<file path="src/rtl/core/ttmm_pkg.sv">
// shared constants and types for the touch trimmed mean mapper
package ttmm_pkg;

	// default raw sample width
	localparam int SAMPLE_BITS_DEF = 12;

	// window of pairs, one min and one max dropped, eight kept
	localparam int WINDOW_PAIRS = 10;
	localparam int KEPT_SHIFT   = 3;
	localparam int CNT_W        = $clog2(WINDOW_PAIRS);

	// calibration formats
	localparam int GAIN_W       = 18;
	localparam int OFFSET_W     = 17;
	localparam int FRAC_BITS    = 16;
	localparam int OFFSET_SHIFT = 12;
	localparam int PIXEL_W      = 10;

	// configuration port
	localparam int CFG_W     = 18;
	localparam int CFG_IDX_W = 3;

	localparam logic [CFG_IDX_W-1:0] REG_GAIN_X   = 3'd0;
	localparam logic [CFG_IDX_W-1:0] REG_OFFSET_X = 3'd1;
	localparam logic [CFG_IDX_W-1:0] REG_GAIN_Y   = 3'd2;
	localparam logic [CFG_IDX_W-1:0] REG_OFFSET_Y = 3'd3;

	localparam logic signed [GAIN_W-1:0]   GAIN_RESET   = 18'sd65536;
	localparam logic signed [OFFSET_W-1:0] OFFSET_RESET = 17'sd0;

	// control shared by the lanes
	typedef struct packed {
		logic take;   // pair transfer this cycle
		logic last;   // the transfer closes the window
		logic en;     // result pipeline advances
	} lane_ctl_t;

endpackage

</file>
<file path="src/rtl/core/touch_trimmed_mean_mapper.sv">
// Touch trimmed mean mapper. Takes one (x, y) sample pair per clock on the input channel;
// every tenth pair closes a window, whose mapped pixel pair then moves through the result
// pipeline into the output register. Non-closing pairs are always taken at one per
// cycle; the closing pair is held off only while the four-stage result pipeline
// (window capture, trimmed mean, gain multiply, output register) is stalled by the output
// side. Calibration writes take effect on the next closing pair and must be made while
// the block is idle.
module touch_trimmed_mean_mapper #(
	parameter int SAMPLE_BITS = ttmm_pkg::SAMPLE_BITS_DEF
) (
	input  logic                             clk,
	input  logic                             arst_n,
	// configuration
	input  logic                             cfg_we,
	input  logic [ttmm_pkg::CFG_IDX_W-1:0]   cfg_index,
	input  logic [ttmm_pkg::CFG_W-1:0]       cfg_data,
	// sample pairs
	input  logic                             in_valid,
	output logic                             in_ready,
	input  logic [SAMPLE_BITS-1:0]           x_sample,
	input  logic [SAMPLE_BITS-1:0]           y_sample,
	// pixel pairs
	output logic                             out_valid,
	input  logic                             out_ready,
	output logic [ttmm_pkg::PIXEL_W-1:0]     screen_x,
	output logic [ttmm_pkg::PIXEL_W-1:0]     screen_y
);
	import ttmm_pkg::*;

	logic signed [GAIN_W-1:0]   gain_x_q;
	logic signed [OFFSET_W-1:0] offset_x_q;
	logic signed [GAIN_W-1:0]   gain_y_q;
	logic signed [OFFSET_W-1:0] offset_y_q;

	logic [CNT_W-1:0] cnt_q;
	logic             v_s1;
	logic             v_s2;
	logic             v_s3;
	logic             out_valid_q;
	logic             en;
	logic             last;
	lane_ctl_t        ctl;

	logic [SAMPLE_BITS-1:0] mean_x_s2;
	logic [SAMPLE_BITS-1:0] mean_y_s2;
	logic [PIXEL_W-1:0]     pix_x;
	logic [PIXEL_W-1:0]     pix_y;

	// calibration registers
	always_ff @(posedge clk or negedge arst_n) begin
		if (!arst_n) begin
			gain_x_q   <= GAIN_RESET;
			offset_x_q <= OFFSET_RESET;
			gain_y_q   <= GAIN_RESET;
			offset_y_q <= OFFSET_RESET;
		end else if (cfg_we) begin
			case (cfg_index)
				REG_GAIN_X:   gain_x_q   <= cfg_data[GAIN_W-1:0];
				REG_OFFSET_X: offset_x_q <= cfg_data[OFFSET_W-1:0];
				REG_GAIN_Y:   gain_y_q   <= cfg_data[GAIN_W-1:0];
				REG_OFFSET_Y: offset_y_q <= cfg_data[OFFSET_W-1:0];
				default: ;
			endcase
		end
	end

	// handshake and lane control
	assign en       = !out_valid_q || out_ready;
	assign last     = (cnt_q == CNT_W'(WINDOW_PAIRS - 1));
	assign in_ready = !last || en;

	always_comb begin
		ctl.take = in_valid && in_ready;
		ctl.last = last;
		ctl.en   = en;
	end

	// window pair counter and result pipeline valids
	always_ff @(posedge clk or negedge arst_n) begin
		if (!arst_n) begin
			cnt_q       <= '0;
			v_s1        <= 1'b0;
			v_s2        <= 1'b0;
			v_s3        <= 1'b0;
			out_valid_q <= 1'b0;
		end else begin
			if (ctl.take) begin
				cnt_q <= last ? '0 : cnt_q + CNT_W'(1);
			end
			if (en) begin
				v_s1        <= ctl.take && last;
				v_s2        <= v_s1;
				v_s3        <= v_s2;
				out_valid_q <= v_s3;
			end
		end
	end

	// axis lanes
	ttmm_lane #(.SAMPLE_BITS(SAMPLE_BITS)) u_lane_x (
		.clk     (clk),
		.arst_n  (arst_n),
		.ctl     (ctl),
		.sample  (x_sample),
		.mean_s2 (mean_x_s2)
	);

	ttmm_lane #(.SAMPLE_BITS(SAMPLE_BITS)) u_lane_y (
		.clk     (clk),
		.arst_n  (arst_n),
		.ctl     (ctl),
		.sample  (y_sample),
		.mean_s2 (mean_y_s2)
	);

	ttmm_map #(.SAMPLE_BITS(SAMPLE_BITS)) u_map_x (
		.clk    (clk),
		.en     (en),
		.gain   (gain_x_q),
		.offset (offset_x_q),
		.mean   (mean_x_s2),
		.pixel  (pix_x)
	);

	ttmm_map #(.SAMPLE_BITS(SAMPLE_BITS)) u_map_y (
		.clk    (clk),
		.en     (en),
		.gain   (gain_y_q),
		.offset (offset_y_q),
		.mean   (mean_y_s2),
		.pixel  (pix_y)
	);

	// merge both axes into the output register
	always_ff @(posedge clk) begin
		if (en) begin
			screen_x <= pix_x;
			screen_y <= pix_y;
		end
	end

	assign out_valid = out_valid_q;

endmodule

</file>
<file path="src/rtl/core/ttmm_lane.sv">
// one axis lane: running sum, minimum and maximum, then the trimmed mean
module ttmm_lane #(
	parameter int SAMPLE_BITS = ttmm_pkg::SAMPLE_BITS_DEF
) (
	input  logic                   clk,
	input  logic                   arst_n,
	input  ttmm_pkg::lane_ctl_t    ctl,
	input  logic [SAMPLE_BITS-1:0] sample,
	output logic [SAMPLE_BITS-1:0] mean_s2
);
	import ttmm_pkg::*;

	localparam int SUM_W = SAMPLE_BITS + 4;

	logic [SUM_W-1:0]       sum_q;
	logic [SAMPLE_BITS-1:0] min_q;
	logic [SAMPLE_BITS-1:0] max_q;

	logic [SUM_W-1:0]       sum_nxt;
	logic [SAMPLE_BITS-1:0] min_nxt;
	logic [SAMPLE_BITS-1:0] max_nxt;

	logic [SUM_W-1:0]       sum_s1;
	logic [SAMPLE_BITS-1:0] min_s1;
	logic [SAMPLE_BITS-1:0] max_s1;
	logic [SUM_W-1:0]       kept;

	// window statistics including the incoming sample
	always_comb begin
		sum_nxt = sum_q + SUM_W'(sample);
		min_nxt = (sample < min_q) ? sample : min_q;
		max_nxt = (sample > max_q) ? sample : max_q;
	end

	// running window state, cleared when the window closes
	always_ff @(posedge clk or negedge arst_n) begin
		if (!arst_n) begin
			sum_q <= '0;
			min_q <= '1;
			max_q <= '0;
		end else if (ctl.take) begin
			if (ctl.last) begin
				sum_q <= '0;
				min_q <= '1;
				max_q <= '0;
			end else begin
				sum_q <= sum_nxt;
				min_q <= min_nxt;
				max_q <= max_nxt;
			end
		end
	end

	// capture the closed window
	always_ff @(posedge clk) begin
		if (ctl.take && ctl.last) begin
			sum_s1 <= sum_nxt;
			min_s1 <= min_nxt;
			max_s1 <= max_nxt;
		end
	end

	// drop one extreme each side, mean of the eight left
	assign kept = sum_s1 - SUM_W'(min_s1) - SUM_W'(max_s1);

	always_ff @(posedge clk) begin
		if (ctl.en) begin
			mean_s2 <= kept[KEPT_SHIFT +: SAMPLE_BITS];
		end
	end

endmodule

</file>
<file path="src/rtl/core/ttmm_map.sv">
// one axis mapper: gain times mean plus offset, truncated and clamped to a pixel
module ttmm_map #(
	parameter int SAMPLE_BITS = ttmm_pkg::SAMPLE_BITS_DEF
) (
	input  logic                                     clk,
	input  logic                                     en,
	input  logic signed [ttmm_pkg::GAIN_W-1:0]       gain,
	input  logic signed [ttmm_pkg::OFFSET_W-1:0]     offset,
	input  logic [SAMPLE_BITS-1:0]                   mean,
	output logic [ttmm_pkg::PIXEL_W-1:0]             pixel
);
	import ttmm_pkg::*;

	localparam int MUL_W  = GAIN_W + SAMPLE_BITS + 1;
	localparam int OFS_W  = OFFSET_W + OFFSET_SHIFT;
	localparam int PROD_W = ((MUL_W > OFS_W) ? MUL_W : OFS_W) + 1;

	logic signed [SAMPLE_BITS:0] mean_ext;
	logic signed [PROD_W-1:0]    prod_s3;

	assign mean_ext = {1'b0, mean};

	// exact value in units of 2^-16 pixel
	always_ff @(posedge clk) begin
		if (en) begin
			prod_s3 <= PROD_W'(gain) * PROD_W'(mean_ext)
				+ (PROD_W'(offset) <<< OFFSET_SHIFT);
		end
	end

	// negative gives zero, past the screen gives the last pixel
	always_comb begin
		if (prod_s3[PROD_W-1]) begin
			pixel = '0;
		end else if (|prod_s3[PROD_W-2:FRAC_BITS+PIXEL_W]) begin
			pixel = '1;
		end else begin
			pixel = prod_s3[FRAC_BITS +: PIXEL_W];
		end
	end

endmodule

</file>
<file path="config.mk">
export PLATFORM = sky130hd
export DESIGN_NAME = touch_trimmed_mean_mapper
export DESIGN_NICKNAME = d
export VERILOG_FILES = /design/src/rtl/core/ttmm_pkg.sv /design/src/rtl/core/touch_trimmed_mean_mapper.sv /design/src/rtl/core/ttmm_lane.sv /design/src/rtl/core/ttmm_map.sv
export SDC_FILE = /design/constraint.sdc
export NUM_CORES = 2
export LEC_CHECK = 0
export BUFFER_PORTS_ARGS = -buffer_cell sky130_fd_sc_hd__buf_2
export CORE_MARGIN = 2
export CORE_UTILIZATION = 40
export CTS_BUF_LIST = sky130_fd_sc_hd__clkbuf_8 sky130_fd_sc_hd__clkbuf_16
export CTS_CLUSTER_DIAMETER = 200
export DETAILED_ROUTE_END_ITERATION = 10
export HOLD_SLACK_MARGIN = 0.05
export REMOVE_ABC_BUFFERS = 1
export SLEW_MARGIN = 40
export SYNTH_ARGS = -nofsm -noshare
export SYNTH_HDL_FRONTEND = slang
export SYNTH_SLANG_ARGS = --single-unit
</file>
<file path="constraint.sdc">
create_clock -name clk -period 14.3 [get_ports clk]
set_clock_uncertainty 0.2 [all_clocks]
set_input_delay 1.43 -clock clk [delete_from_list [all_inputs] [get_ports clk]]
set_output_delay 1.43 -clock clk [all_outputs]
set_load 0.02 [all_outputs]
</file>
==> results.toml <==
[routing]
dr_wl_met3_mm = 2.92
viasPerCell = 4.83
wl_met1_mm = 30.9
drt_iter0_drc = 1013
vias = 19600
route.detailed.drc = 0
route.met2.wl_mm = 30.2
top_layer = "met5"
first_pass_iters = 5
wl_per_cell_um = 16.1
wirelength_mm = 65.1
ant_nets = 0

[clocking]
root_buffer = "clkbuf_16"
cts_tree = "done"
ctsHoldBuffers = 0
cts_resized = 0
htreeDepth = 2
path_clk_slew_ns = 0.07
cts_inserted_buffers = 37
clkLatencyLatePin_ns = 0.56
cts_buffer_depth = 3
cts.sinks = 310
post_cts_buffers = 0

[logic_synthesis]
synthFlopType = "edfxtp_1"
syn_area_um2 = 30800
synth_top_family_by_area = "adder cells"
async_flop_share_pct = 50.3
synthAdderAreaFrac_pct = 39.9
seq_area_frac_synth_pct = 27.8
synth_simple_gate_area_share_pct = 11.2
syn_inst = 2970
synth.area.mux_share_pct = 2.19
ys_ff_latch = 310
synth_compound_area_share_pct = 7.58
synth-xor-area-share_pct = 2.44
synth_edf_count = 154
ys_warn_count = 0
ys_types = 58
syn_avg_cell_area_um2 = 10.4

[final_layout]
final_core_util_pct = 44.2
final_cell_mix = "636 x inv_1, 462 x fa_1, 348 x nand2_1"
fillers = 7289
finish.net_count = 3747
layout-drive-gt1-share_pct = 8.54
diodes = 0
layout_commonest_cell = "inv_1"
syn2layout_area_growth_pct = 9.05

[die]
num_rows = 101
ios = 72
die-width_um = 282
die-area_um2 = 79300
core_um2 = 76100
start_util_pct = 40.5
chipHeight_um = 282

[global_route]
gr-usage-all-layers_pct = 17.4
grt_pass1_wl_mm = 110
antenna_found_initial = 5
grt_max_degree = 93
grt_overflow = 0
grt_pass1_vias = 20900

[worst_setup_path]
arrival_ns = 6.81
required_ns = 14.41
critPathLaunchType = "register"
crit_path_end_kind = "register"
critical_path.max_fanout = 18
worstSetupPathType = "reg -> reg"

[sta]
fin_crit_ns = 6.71
fin_crit_sh_pct = 46.9
tightest_slew_ns = 0.771
drv_slew = 0
max_slew_margin_pct = 48.6
rsz0062_at_grt = "no"
setup_viol = 0
fin_tns_setup_ns = 0
max_freq_mhz = 149
hold_viol_final = 0

[placement]
gp_congestion = 0.817
port_buffers = 71
place.detailed.hpwl_mm = 51.4

[job]
drv_cap = 0

[min_path]
hold_class = "reg -> reg"

[status]
status = "completed"
## registers in the layout, summed over array words and instances, names as in the netlist, 15 cells and up
name             flops
gain_x_q            18
offset_y_q          17
u_lane_x.sum_q      15
u_map_x.prod_s3     16
u_lane_x.sum_s1     15
u_lane_y.sum_s1     15
u_map_y.prod_s3     16
u_lane_y.sum_q      15
offset_x_q          17
gain_y_q            18
## stage by stage
step	hold slack, ns	setup WS, ns	instance area [um2]	instances
global route	0.299	7.27	33600	4050
finish	0.279	7.59	33600	4050
detailed placement	0.250	7.57	32300	3981
floorplan	0.233	8.00	30400	2865
CTS	0.277	7.56	33600	4049
global placement	0.261	7.71	32200	3979
## cells in the mapped netlist, types with 48 or more instances
library cell / number / share of area, %
a21oi_1: 56 / 0.91
a22o_1: 48 / 1.4
and2_1: 183 / 3.7
clkbuf_1: 99 / 1.2
dfrtp_1: 130 / 11
edfxtp_1: 154 / 15
fa_1: 462 / 30
ha_1: 244 / 9.9
inv_1: 627 / 7.6
mux2_2: 60 / 2.2
nand2_1: 348 / 4.2
nor2_1: 97 / 1.2
o21ai_0: 98 / 1.6
xnor2_1: 63 / 1.8
## logic make-up after synthesis
| kind of cell | after synthesis |
|---|---|
| xor gates and xnor gates | 86 |
| DFF | 310 |
| buffers and inverters | 732 |
| adders and majority gates | 706 |
| muxes | 60 |
| AOI/OAI and AO/OA | 344 |
| and+or+nand+nor | 732 |
## worst paths after layout
check / startpoint / to / slack, ns / depth (start not counted)
max: u_lane_x.mean_s2[4]$_DFFE_PP_ / u_map_x.prod_s3[28]$_DFFE_PP_ / 7.59 / 20
min: v_s3$_DFFE_PN0P_ / out_valid$_DFFE_PN0P_ / 0.28 / 1
max reg2reg: u_lane_x.mean_s2[4]$_DFFE_PP_ / u_map_x.prod_s3[28]$_DFFE_PP_ / 7.59 / 20
min reg2reg: v_s3$_DFFE_PN0P_ / out_valid$_DFFE_PN0P_ / 0.28 / 1
max in group asynchronous: arst_n / offset_y_q[3]$_DFFE_PN0P_ / 12.43 / 2
min in group asynchronous: arst_n / u_lane_x.max_q[5]$_DFFE_PN0P_ / 0.51 / 1
## worst max-delay path, cell delays in order (launching register included)
cell      delay [ns]
edfxtp_1        0.82
nand2_1         0.18
fa_1            0.54
fa_1            0.52
inv_1           0.06
fa_1            0.55
fa_1            0.43
fa_1            0.49
inv_1           0.05
fa_1            0.47
inv_1           0.04
ha_1            0.32
a21o_1          0.17
a21o_1          0.16
a211o_1         0.29
a21oi_2         0.24
o21ai_2         0.16
a41oi_2         0.32
o21ba_2         0.21
o21bai_1        0.08
xor2_1          0.14
## routing by layer
metal | GRT usage, % | vias up
met1 | 24.8 | 9794
met3 | 2.66 | 78
met2 | 28.3 | 337
met5 | 0 | -
met4 | 3.42 | 10
li1 | - | 9333
## final cells by class
class	count	area (um2)	area share (%)
timing repair buffer	87	541	1.61
multi-input combinational	1928	19600	58.3
sequential	310	8560	25.5
clock inverter	27	288	0.856
tap	1030	1290	3.83
inverter	627	2350	7.00
clock buffer	41	1000	2.98
Power is not shown: default switching activity piles up to over one toggle a cycle in this logic, so the estimate is an artifact.
